--- config.mk ---
export PLATFORM = sky130hd
export DESIGN_NAME = duration_min_max_mean_stats_core
export DESIGN_NICKNAME = d
export VERILOG_FILES = /design/src/rtl/dstat_pkg.sv /design/src/rtl/duration_min_max_mean_stats_core.sv /design/src/rtl/dstat_acc.sv /design/src/rtl/dstat_div.sv
export SDC_FILE = /design/constraint.sdc
export NUM_CORES = 1
export LEC_CHECK = 0
export ABC_CLOCK_PERIOD_IN_PS = 9200
export BUFFER_PORTS_ARGS = -buffer_cell sky130_fd_sc_hd__buf_2
export CORE_MARGIN = 10
export CORE_UTILIZATION = 45
export CTS_BUF_LIST = sky130_fd_sc_hd__clkbuf_8
export CTS_CLUSTER_SIZE = 25
export DETAILED_ROUTE_END_ITERATION = 6
export GPL_TIMING_DRIVEN = 0
export PLACE_DENSITY_LB_ADDON = 0.25
export SYNTH_ARGS = -nofsm -noshare
export SYNTH_HDL_FRONTEND = slang
export SYNTH_SLANG_ARGS = --single-unit
--- constraint.sdc ---
create_clock -name aclk -period 9.2 [get_ports aclk]
set_clock_uncertainty 0.05 [all_clocks]
set_input_delay 1.38 -clock aclk [delete_from_list [all_inputs] [get_ports aclk]]
set_output_delay 1.38 -clock aclk [all_outputs]
set_load 0.02 [all_outputs]
--- src/rtl/dstat_pkg.sv ---
// shared widths, codes and control structs for the duration statistics core
package dstat_pkg;

    localparam int TIME_WIDTH  = 64;
    localparam int COUNT_WIDTH = 32;
    localparam int BIT_CNT_W   = $clog2(TIME_WIDTH);

    localparam int OUT_TIME_W  = 64;
    localparam int OUT_COUNT_W = 32;
    localparam int S_TDATA_W   = 64;
    localparam int M_TDATA_W   = 4 * OUT_TIME_W + OUT_COUNT_W;

    localparam logic FUNC_START = 1'b0;
    localparam logic FUNC_STOP  = 1'b1;

    typedef logic [TIME_WIDTH-1:0]  time_t;
    typedef logic [COUNT_WIDTH-1:0] count_t;

    typedef struct packed {
        logic start_wr;
        logic pass_load;
        logic pass_step;
        logic pass_end;
    } acc_ctrl_t;

    typedef struct packed {
        logic load;
        logic step;
    } div_ctrl_t;

endpackage

--- src/rtl/duration_min_max_mean_stats_core.sv ---
// top level of the duration min/max/mean statistics core
//
// input stream: s_tuser is the mark kind (0 start, 1 stop), s_tdata the 64-bit
// timestamp in ns. a start transfer stores the timestamp and gives no
// result. a stop transfer measures stop minus start, updates
// minimum, maximum, sample count and duration sum, and gives one result
// transfer with the truncated mean, min, max, count and the last duration;
// m_tuser flags a saturated sum or count.
// handling of a stop: the bit-serial subtract/compare/add pass, an update
// step, a divider load and the restoring divider run, then the result
// register loads and m_tvalid is set with it.
// throughput: one start per cycle while the core is idle; a stop holds off
// further marks until its result has been loaded into the result register.
// s_tready is low while a stop is being worked on. the result register holds
// its transfer while m_tready is low; start marks are still taken then, and a
// following stop waits after its division until the result is taken.
// reset (aresetn, synchronous, active low) clears start time, sum, count,
// maximum and the saturation flag, sets the minimum to all ones and drops
// m_tvalid.
module duration_min_max_mean_stats_core (
    input  logic                             aclk,
    input  logic                             aresetn,
    input  logic                             s_tvalid,
    output logic                             s_tready,
    input  logic [dstat_pkg::S_TDATA_W-1:0]  s_tdata,   // timestamp
    input  logic                             s_tuser,   // func
    output logic                             m_tvalid,
    input  logic                             m_tready,
    output logic [dstat_pkg::M_TDATA_W-1:0]  m_tdata,   // mean, min, max, samples, last
    output logic                             m_tuser    // saturated
);
    import dstat_pkg::*;

    localparam logic [2:0] ST_IDLE    = 3'd0;
    localparam logic [2:0] ST_SERIAL  = 3'd1;
    localparam logic [2:0] ST_UPDATE  = 3'd2;
    localparam logic [2:0] ST_DIVLOAD = 3'd3;
    localparam logic [2:0] ST_DIVIDE  = 3'd4;
    localparam logic [2:0] ST_OUTPUT  = 3'd5;

    localparam logic [BIT_CNT_W-1:0] LAST_BIT = BIT_CNT_W'(TIME_WIDTH - 1);

    logic [2:0]           state_reg;
    logic [2:0]           state_next;
    logic [BIT_CNT_W-1:0] bit_cnt_reg;
    logic                 m_tvalid_reg;
    logic [M_TDATA_W-1:0] m_tdata_reg;
    logic                 m_tuser_reg;

    acc_ctrl_t acc_ctrl;
    div_ctrl_t div_ctrl;
    time_t     stamp;
    time_t     dur;
    time_t     min_val;
    time_t     max_val;
    time_t     sum_val;
    time_t     quotient;
    count_t    count_val;
    logic      ovf;
    logic      s_xfer;
    logic      out_load;

    assign stamp    = s_tdata[TIME_WIDTH-1:0];
    assign s_tready = (state_reg == ST_IDLE);
    assign s_xfer   = s_tvalid & s_tready;
    assign out_load = (state_reg == ST_OUTPUT) & (~m_tvalid_reg | m_tready);

    always_comb begin
        acc_ctrl           = '0;
        div_ctrl           = '0;
        state_next         = state_reg;
        acc_ctrl.start_wr  = s_xfer & (s_tuser == FUNC_START);
        acc_ctrl.pass_load = s_xfer & (s_tuser == FUNC_STOP);
        case (state_reg)
            ST_IDLE: begin
                if (acc_ctrl.pass_load) begin
                    state_next = ST_SERIAL;
                end
            end
            ST_SERIAL: begin
                acc_ctrl.pass_step = 1'b1;
                if (bit_cnt_reg == LAST_BIT) begin
                    state_next = ST_UPDATE;
                end
            end
            ST_UPDATE: begin
                acc_ctrl.pass_end = 1'b1;
                state_next        = ST_DIVLOAD;
            end
            ST_DIVLOAD: begin
                div_ctrl.load = 1'b1;
                state_next    = ST_DIVIDE;
            end
            ST_DIVIDE: begin
                div_ctrl.step = 1'b1;
                if (bit_cnt_reg == LAST_BIT) begin
                    state_next = ST_OUTPUT;
                end
            end
            ST_OUTPUT: begin
                if (out_load) begin
                    state_next = ST_IDLE;
                end
            end
            default: begin
                state_next = ST_IDLE;
            end
        endcase
    end

    always_ff @(posedge aclk) begin
        if (!aresetn) begin
            state_reg    <= ST_IDLE;
            bit_cnt_reg  <= '0;
            m_tvalid_reg <= 1'b0;
        end else begin
            state_reg <= state_next;
            if (acc_ctrl.pass_step || div_ctrl.step) begin
                bit_cnt_reg <= bit_cnt_reg + 1'b1;
            end else begin
                bit_cnt_reg <= '0;
            end
            if (out_load) begin
                m_tvalid_reg <= 1'b1;
            end else if (m_tready) begin
                m_tvalid_reg <= 1'b0;
            end
        end
    end

    always_ff @(posedge aclk) begin
        if (out_load) begin
            m_tdata_reg <= {OUT_TIME_W'(dur), OUT_COUNT_W'(count_val), OUT_TIME_W'(max_val),
                            OUT_TIME_W'(min_val), OUT_TIME_W'(quotient)};
            m_tuser_reg <= ovf;
        end
    end

    assign m_tvalid = m_tvalid_reg;
    assign m_tdata  = m_tdata_reg;
    assign m_tuser  = m_tuser_reg;

    dstat_acc u_acc (
        .aclk      (aclk),
        .aresetn   (aresetn),
        .ctrl      (acc_ctrl),
        .stamp     (stamp),
        .dur       (dur),
        .min_val   (min_val),
        .max_val   (max_val),
        .sum_val   (sum_val),
        .count_val (count_val),
        .ovf       (ovf)
    );

    dstat_div u_div (
        .aclk     (aclk),
        .ctrl     (div_ctrl),
        .dividend (sum_val),
        .divisor  (count_val),
        .quotient (quotient)
    );

endmodule

--- src/rtl/dstat_acc.sv ---
// bit-serial duration subtract, min/max compare and saturating sum/count update
module dstat_acc (
    input  logic               aclk,
    input  logic               aresetn,
    input  dstat_pkg::acc_ctrl_t ctrl,
    input  dstat_pkg::time_t   stamp,
    output dstat_pkg::time_t   dur,
    output dstat_pkg::time_t   min_val,
    output dstat_pkg::time_t   max_val,
    output dstat_pkg::time_t   sum_val,
    output dstat_pkg::count_t  count_val,
    output logic               ovf
);
    import dstat_pkg::*;

    time_t  start_reg;
    time_t  stamp_sh_reg;
    time_t  dur_reg;
    time_t  min_reg;
    time_t  max_reg;
    time_t  sum_reg;
    count_t count_reg;
    logic   ovf_reg;
    logic   borrow_reg;
    logic   carry_reg;
    logic   gt_max_reg;
    logic   lt_min_reg;

    logic s_bit;
    logic t_bit;
    logic d_bit;
    logic a_bit;
    logic sum_bit;

    assign s_bit   = stamp_sh_reg[0];
    assign t_bit   = start_reg[0];
    assign d_bit   = s_bit ^ t_bit ^ borrow_reg;
    assign a_bit   = sum_reg[0];
    assign sum_bit = a_bit ^ d_bit ^ carry_reg;

    always_ff @(posedge aclk) begin
        if (!aresetn) begin
            start_reg  <= '0;
            min_reg    <= '1;
            max_reg    <= '0;
            sum_reg    <= '0;
            count_reg  <= '0;
            ovf_reg    <= 1'b0;
            borrow_reg <= 1'b0;
            carry_reg  <= 1'b0;
            gt_max_reg <= 1'b0;
            lt_min_reg <= 1'b0;
        end else begin
            if (ctrl.start_wr) begin
                start_reg <= stamp;
            end
            if (ctrl.pass_load) begin
                borrow_reg <= 1'b0;
                carry_reg  <= 1'b0;
                gt_max_reg <= 1'b0;
                lt_min_reg <= 1'b0;
            end
            if (ctrl.pass_step) begin
                // lsb first; start, max and min rotate back into place after a full pass, sum becomes the new sum
                start_reg  <= {t_bit, start_reg[TIME_WIDTH-1:1]};
                borrow_reg <= (~s_bit & t_bit) | (~(s_bit ^ t_bit) & borrow_reg);
                sum_reg    <= {sum_bit, sum_reg[TIME_WIDTH-1:1]};
                carry_reg  <= (a_bit & d_bit) | (carry_reg & (a_bit ^ d_bit));
                max_reg    <= {max_reg[0], max_reg[TIME_WIDTH-1:1]};
                min_reg    <= {min_reg[0], min_reg[TIME_WIDTH-1:1]};
                if (d_bit != max_reg[0]) begin
                    gt_max_reg <= d_bit;
                end
                if (d_bit != min_reg[0]) begin
                    lt_min_reg <= ~d_bit;
                end
            end
            if (ctrl.pass_end) begin
                if (gt_max_reg) begin
                    max_reg <= dur_reg;
                end
                if (lt_min_reg) begin
                    min_reg <= dur_reg;
                end
                if (carry_reg) begin
                    sum_reg <= '1;
                end
                if (carry_reg || (count_reg == '1)) begin
                    ovf_reg <= 1'b1;
                end
                if (count_reg != '1) begin
                    count_reg <= count_reg + 1'b1;
                end
            end
        end
    end

    always_ff @(posedge aclk) begin
        if (ctrl.pass_load) begin
            stamp_sh_reg <= stamp;
        end else if (ctrl.pass_step) begin
            stamp_sh_reg <= {1'b0, stamp_sh_reg[TIME_WIDTH-1:1]};
        end
        if (ctrl.pass_step) begin
            dur_reg <= {d_bit, dur_reg[TIME_WIDTH-1:1]};
        end
    end

    assign dur       = dur_reg;
    assign min_val   = min_reg;
    assign max_val   = max_reg;
    assign sum_val   = sum_reg;
    assign count_val = count_reg;
    assign ovf       = ovf_reg;

endmodule

--- src/rtl/dstat_div.sv ---
// restoring divider, one quotient bit per cycle
module dstat_div (
    input  logic                 aclk,
    input  dstat_pkg::div_ctrl_t ctrl,
    input  dstat_pkg::time_t     dividend,
    input  dstat_pkg::count_t    divisor,
    output dstat_pkg::time_t     quotient
);
    import dstat_pkg::*;

    count_t rem_reg;
    time_t  dq_reg;
    count_t dvs_reg;

    logic [COUNT_WIDTH+1:0] trial;

    assign trial = {1'b0, rem_reg, dq_reg[TIME_WIDTH-1]} - {2'b00, dvs_reg};

    always_ff @(posedge aclk) begin
        if (ctrl.load) begin
            rem_reg <= '0;
            dq_reg  <= dividend;
            dvs_reg <= divisor;
        end else if (ctrl.step) begin
            if (!trial[COUNT_WIDTH+1]) begin
                rem_reg <= trial[COUNT_WIDTH-1:0];
                dq_reg  <= {dq_reg[TIME_WIDTH-2:0], 1'b1};
            end else begin
                rem_reg <= {rem_reg[COUNT_WIDTH-2:0], dq_reg[TIME_WIDTH-1]};
                dq_reg  <= {dq_reg[TIME_WIDTH-2:0], 1'b0};
            end
        end
    end

    assign quotient = dq_reg;

endmodule

==> results.json, run 1 <==
{
  "max_stage_delay_ns": 0.84,
  "final-setup-viol-count": 0,
  "regToRegStartpoint": "state_reg[1]",
  "layout_worst_path_cycle_share_pct": 43.9,
  "grt_remaining_overflow": 0,
  "worst_setup_path_end_kind": "flip-flop",
  "synth.cell_area_um2": 32700,
  "postSynthAreaPerCell_um2": 10.8,
  "number_of_port_buffers": 358,
  "initial_standard_cell_utilization_of_the_core_pct": 45.6,
  "setup_repair_after_global_routing_missed_its_margin": "no",
  "final-seq-area_um2": 22100,
  "postLayoutCellArea_um2": 38600,
  "vias": 24100,
  "synth.area.top_cells": "sky130_fd_sc_hd__edfxtp_1 47%, sky130_fd_sc_hd__dfxtp_1 21%, sky130_fd_sc_hd__nand2_1 12%",
  "ys_ff_latch": 848,
  "grt_pass1_wl_um": 133000,
  "worstMarginPinSlew_ns": 1.05,
  "r2r_slack_ns": 5.16,
  "timing.hold.worst_path_depth": 0,
  "grt_usage_pct": 20.3,
  "max_freq_mhz": 248,
  "numCtsBuffers": 142,
  "synthToLayoutAreaGrowth_pct": 18.1,
  "synth_async_sr_flop_share_pct": 0,
  "timing.final.max_slew_violations": 0,
  "drc_errors": 0,
  "post_synthesis_sequential_area_ratio_pct": 67.6,
  "leakage_nw": 14.9,
  "drtPass1Iterations": 5,
  "cpMaxStageDelayCell": "sky130_fd_sc_hd__clkbuf_1",
  "dr.first_iter.drc_count": 1488,
  "largest_net_degree_at_the_start_of_global_routing": 71,
  "crit_path_frequent_cell": "sky130_fd_sc_hd__clkbuf_1",
  "largest_register_ffs": 288,
  "worst-endpoint-arrival_ns": 4.29,
  "layout_commonest_cell": "sky130_fd_sc_hd__nand2_1",
  "drive_above_1_share_pct": 16.2,
  "post_synth_inst_count": 3027,
  "fp.dieArea_um2": 83800,
  "post-cts-setup-buffer-count": 0,
  "cts_tree": "done",
  "grt_antenna_before_repair": 23,
  "fin_tns_setup_ns": 0,
  "cap_viol_max_count": 0,
  "core.rowCount": 98,
  "floorplan.die.width_um": 290,
  "worstRegToRegCells": 7,
  "max-vdd-ir-drop_v": 0.000134,
  "nets": 3643,
  "run_status": "finished clean",
  "worstSetupPathType": "flip-flop to flip-flop",
  "grt_pass1_vias": 23200,
  "detailedPlacementHpwl_um": 61600,
  "worst_rel_slew_slack_pct": 30.3,
  "timing.final.hold_violations": 0,
  "hold_path.class": "flip-flop to flip-flop",
  "cts.root.buffer_cell": "sky130_fd_sc_hd__clkbuf_8",
  "worst_hold_slack_ns": 0.396,
  "ctsHtreeMaxLevel": 4,
  "cts-root-to-sink-buffers": 3,
  "cp.required_ns": 9.46,
  "synth_edf_count": 513,
  "worst_hold_path.endpoint": "m_tdata[53]",
  "timing.critical_path.max_delay_family": "buffers and inverters",
  "io_pins": 360,
  "synth.top_cell.area_share_pct": 47.1,
  "fp.dieH_um": 290,
  "yosysWarningCount": 0,
  "min-delay-start": "u_div.quotient[53]",
  "yosys.area.top_type": "sky130_fd_sc_hd__edfxtp_1",
  "layout.cells.most_common_list": "1,027 x sky130_fd_sc_hd__nand2_1, 513 x sky130_fd_sc_hd__edfxtp_1, 374 x sky130_fd_sc_hd__buf_2, 335 x sky130_fd_sc_hd__dfxtp_1, 209 x sky130_fd_sc_hd__nor2_1",
  "postSynthNetCount": 3133,
  "floorplan_core_area_um2": 71700,
  "clock_latency_ns": 0.79,
  "cell_pwr_density_nw_per_um2": 201,
  "startpoint_type": "flip-flop",
  "dp_slack_ns": 4.90,
  "crit_chain": "clkbuf_1 -> nor2b_1 -> nand2b_1 -> clkbuf_1 -> clkbuf_1 -> clkbuf_1 -> nand2_4",
  "multi_input_comb_area_um2": 9690,
  "timing.critical_path.buf_inv": 4,
  "post_synth_num_cell_types": 65,
  "crit-reg2reg-capture": "u_acc.stamp_sh_reg[9]",
  "post_cts.resized_instances": 0,
  "finalWirelength_um": 86600,
  "clk_pin_slew_ns": 0.06,
  "wl_per_cell_um": 18.8,
  "holdBufCountCts": 0,
  "fill_cells": 6425,
  "gp_congestion": 0.897,
  "timing.final.crit_period_ns": 4.04,
  "dpl_cell_area_um2": 35900,
  "synth_flop_cell": "sky130_fd_sc_hd__edfxtp_1",
  "worst_slack_ns": 5.16,
  "final_antenna_net_count": 0,
  "vias_per_cell": 5.23,
  "critical_path.max_fanout": 64,
  "clock_sink_count": 848
}
## report_power, final
group	total, mW	switching, mW	internal (mW)	leakage (nW)
registers	4.19	0.0616	4.13	7.41
logic	0.378	0.258	0.120	5.90
clock network	3.17	1.51	1.66	1.62
total	7.74	1.83	5.91	14.9
## how the worst max path moves through the flow
| stage | from | endpoint | slack (ns) | cells after the start |
|---|---|---|---|---|
| CTS | state_reg[1] | u_acc.stamp_sh_reg[10] | 4.89 | 7 |
| finish | state_reg[1] | u_acc.stamp_sh_reg[9] | 5.16 | 7 |
| global placement | m_tready | m_tdata[248] | -3.16 | 3 |
| floorplan | m_tready | m_tdata[0] | 0.30 | 2 |
| detailed placement | state_reg[1] | u_acc.stamp_sh_reg[19] | 4.90 | 7 |
| global route | state_reg[1] | u_acc.stamp_sh_reg[4] | 4.76 | 7 |
## Yosys cell counts (18+ instances only)
cell type / n
sky130_fd_sc_hd__a21oi_1: 55
sky130_fd_sc_hd__a311oi_1: 128
sky130_fd_sc_hd__a31oi_1: 70
sky130_fd_sc_hd__clkbuf_1: 167
sky130_fd_sc_hd__dfxtp_1: 335
sky130_fd_sc_hd__edfxtp_1: 513
sky130_fd_sc_hd__ha_1: 34
sky130_fd_sc_hd__inv_1: 49
sky130_fd_sc_hd__nand2_1: 1028
sky130_fd_sc_hd__nand3_1: 82
sky130_fd_sc_hd__nand4_1: 18
sky130_fd_sc_hd__nor2_1: 209
sky130_fd_sc_hd__o21ai_0: 96
sky130_fd_sc_hd__o21ai_1: 19
sky130_fd_sc_hd__xnor2_1: 27
sky130_fd_sc_hd__xor2_1: 31
## cell families (layout without fill, tap and decap cells)
group / Yosys count / in the layout / share of synthesized area [%]
and+or+nand+nor: 1402 / 1402 / 17.1
DFF: 848 / 848 / 67.6
other: 0 / 5 / 0
xor gates and xnor gates: 58 / 58 / 1.55
muxes: 6 / 6 / 0.184
buffers and inverters: 237 / 862 / 2.79
AOI/OAI and AO/OA: 439 / 439 / 9.28
adders and majority gates: 37 / 37 / 1.48
## cell type report
type | instances | area share (%)
Clock inverter | 102 | 1.40
Multi-Input combinational cell | 1942 | 25.1
Antenna cell | 5 | 0.0324
Tap cell | 950 | 3.08
Timing Repair Buffer | 366 | 5.15
Buffer | 187 | 1.89
Clock buffer | 157 | 5.60
Sequential cell | 848 | 57.3
Inverter | 50 | 0.486
## metrics by stage
stage | total power [mW] | util, % | std cells
floorplan | 4.51 | - | 3027
global placement | 4.64 | 49.7 | 4335
finish | 7.74 | 53.8 | 4607
CTS | 7.83 | 53.8 | 4602
detailed placement | 4.65 | 50.0 | 4343
global route | 8.07 | 53.8 | 4607
## layer usage
layer | wire length (um) | global-route usage (%) | up-vias | share of wire (%)
li1 | - | - | 11600 | -
met4 | 2640 | 8.00 | 32 | 3.0
met1 | 36900 | 25.9 | 11500 | 43
met5 | 207 | 0 | - | 0.24
met2 | 39900 | 31.7 | 745 | 46
met3 | 7040 | 6.67 | 196 | 8.1
Power figures use the tool's default switching activity.
==> inputs of run 2 (changes only) <==
--- a/config.mk
+++ b/config.mk
@@ -5,7 +5,7 @@
 export SDC_FILE = /design/constraint.sdc
 export NUM_CORES = 1
 export LEC_CHECK = 0
-export ABC_CLOCK_PERIOD_IN_PS = 9200
+export ABC_CLOCK_PERIOD_IN_PS = 3900
 export BUFFER_PORTS_ARGS = -buffer_cell sky130_fd_sc_hd__buf_2
 export CORE_MARGIN = 10
 export CORE_UTILIZATION = 45
==> constraint.sdc (replaced) <==
create_clock -name aclk -period 3.9 [get_ports aclk]
set_clock_uncertainty 0.05 [all_clocks]
set_input_delay 0.585 -clock aclk [delete_from_list [all_inputs] [get_ports aclk]]
set_output_delay 0.585 -clock aclk [all_outputs]
set_load 0.02 [all_outputs]
==> run 2 against run 1 <==
  * Utilization grew 1.2 points
  * Non-clock buffer count grew 61
  * Critical endpoint is now u_acc.max_val[61]
  * First-iteration DRC count grew 18%
  * Critical path depth grew 2
  * Largest power group unchanged
  * Highest routed layer unchanged
  * Flip-flop and latch count is the same
  * Die area is the same
  * Hold slack lost 0.32 ns
  * Critical path type unchanged
  * Count of clock-buffer cells in the layout grew 13
  * Power grew 140%
  * Clock power grew to 2.5 times the previous value
  * Sequential power grew 140%
  * Cell area grew 2.2%
==> results.json, run 2 (synthesis gave the netlist of run 1 again) <==
{
  "run_status": "finished clean",
  "cp.required_ns": 4.55,
  "cts.root.buffer_cell": "sky130_fd_sc_hd__clkbuf_8",
  "max-vdd-ir-drop_v": 0.000302,
  "timing.final.crit_period_ns": 3.53,
  "worst-endpoint-arrival_ns": 4.18,
  "cap_viol_max_count": 0,
  "worstSetupPathType": "flip-flop to flip-flop",
  "grt_pass1_wl_um": 134000,
  "nets": 3705,
  "layout_commonest_cell": "sky130_fd_sc_hd__nand2_1",
  "largest_register_ffs": 288,
  "cts-root-to-sink-buffers": 3,
  "grt_remaining_overflow": 0,
  "grt_pass1_vias": 23400,
  "vias": 24300,
  "startpoint_type": "flip-flop",
  "total_power_mw": 18.8,
  "layout.cells.most_common_list": "1,027 x sky130_fd_sc_hd__nand2_1, 513 x sky130_fd_sc_hd__edfxtp_1, 374 x sky130_fd_sc_hd__buf_2, 335 x sky130_fd_sc_hd__dfxtp_1, 209 x sky130_fd_sc_hd__nor2_1",
  "numCtsBuffers": 143,
  "drc_errors": 0,
  "crit_chain": "clkbuf_1 -> nor2b_1 -> nand2b_1 -> clkbuf_2 -> inv_2 -> clkbuf_1 -> buf_2 -> nand2_1 -> a311oi_1",
  "crit-reg2reg-capture": "u_acc.max_val[61]",
  "drtPass1Iterations": 5,
  "drive_above_1_share_pct": 16.3,
  "cp-startpoint": "state_reg[0]",
  "synthToLayoutAreaGrowth_pct": 20.7,
  "cts_tree": "done",
  "clock_sink_count": 848,
  "max_freq_mhz": 283,
  "timing.hold.worst_path_depth": 3,
  "worstMarginPinSlew_ns": 1.10,
  "detailedPlacementHpwl_um": 61900,
  "floorplan.die.width_um": 290,
  "fin_tns_setup_ns": 0,
  "clk_pin_slew_ns": 0.06,
  "setup_repair_after_global_routing_missed_its_margin": "no",
  "wl_per_cell_um": 18.7,
  "worst_setup_path_end_kind": "flip-flop",
  "max_stage_delay_ns": 0.77,
  "finalWirelength_um": 87500,
  "worstRegToRegCells": 9,
  "crit_path_frequent_cell": "sky130_fd_sc_hd__clkbuf_1",
  "dr.first_iter.drc_count": 1756,
  "floorplan_core_area_um2": 71700,
  "ctsHtreeMaxLevel": 4,
  "largest_net_degree_at_the_start_of_global_routing": 66,
  "grt_antenna_before_repair": 12,
  "worst_slack_ns": 0.372,
  "critical_path.max_fanout": 18,
  "core.rowCount": 98,
  "initial_standard_cell_utilization_of_the_core_pct": 45.6,
  "fp.dieArea_um2": 83800,
  "post-cts-setup-buffer-count": 0,
  "regToRegStartpoint": "state_reg[0]",
  "vias_per_cell": 5.19,
  "dp_slack_ns": -0.362,
  "final-setup-viol-count": 0,
  "finish.cell_count_without_fillers": 4675,
  "timing.final.hold_violations": 0,
  "number_of_port_buffers": 358,
  "final_antenna_net_count": 0,
  "fp.dieH_um": 290,
  "r2r_slack_ns": 0.37,
  "layout_worst_path_cycle_share_pct": 90.5,
  "io_pins": 360,
  "hold_path.class": "input port to flip-flop",
  "cpMaxStageDelayCell": "sky130_fd_sc_hd__clkbuf_1",
  "timing.final.max_slew_violations": 0,
  "worst_rel_slew_slack_pct": 26.7,
  "clock_latency_ns": 0.80,
  "placed_cells": 4343,
  "cell_pwr_density_nw_per_um2": 477,
  "leakage_nw": 15.3,
  "capturing_instance_or_port_of_the_critical_path": "u_acc.max_val[61]",
  "grt_usage_pct": 20.5,
  "gp_congestion": 0.871
}
-- run 2: critical path: cells and delay by family, from the launching register on --
kind                   cells  cell delay [ns]
and+or+nand+nor            3             0.52
buffers and inverters      5             2.26
AOI/OAI and AO/OA          1             0.29
DFF                        1             0.30
-- run 2: through the flow --
| stage | hold slack [ns] | utilization (%) | area (um2) |
|---|---|---|---|
| 6_report | 0.0797 | 55.0 | 39500 |
| 5_1_grt | 0.0292 | 55.0 | 39500 |
| 4_1_cts | 0.000620 | 55.0 | 39500 |
| 3_5_place_dp | 0.387 | 50.0 | 35900 |
| 3_3_place_gp | 0.381 | 49.7 | 35700 |
| 2_1_floorplan | 0.359 | - | 32700 |
-- run 2: metal layers --
layer  vias to the layer above  track usage [%]  share of wire, %
met2                       720             32.1                46
met4                        14             8.26               3.3
met3                       185             6.40               7.8
met1                     11600             26.3                43
li1                      11800                -                 -
met5                         -                0             0.075
-- run 2: area by class of cell --
type,instances,area (um2)
multi-input combinational,1942,9690
clock buffer,170,2340
inverter,50,188
clock inverter,97,606
buffer,186,729
timing repair buffer,428,2620
fill,6329,32300
antenna,4,10.0
tap,950,1190
sequential,848,22100
-- run 2: worst min-delay path by stage --
stage,start,to,slack [ns]
after floorplan,u_acc.ovf,m_tuser,0.36
after global placement,u_div.quotient[28],m_tdata[28],0.38
after detailed placement,u_div.quotient[45],m_tdata[45],0.39
after CTS,s_tdata[49],u_acc.start_reg[49],0.0006
after global routing,s_tdata[49],u_acc.start_reg[49],0.03
final,s_tdata[49],u_acc.start_reg[49],0.08
-- run 2: timing repair --
item | CTS | global route
hold buffers | 62 | 0
gates cloned | 0 | 0
gates resized for setup | 2 | 0
hold endpoints to repair | 123 | 0
pin swaps | 0 | 0
setup endpoints to repair | 64 | 3
-- run 2: report_power, final --
group          internal (mW)  total, mW  switching, mW
sequential              9.74       9.89          0.145
clock                   4.30       8.01           3.71
combinational          0.324      0.944          0.620
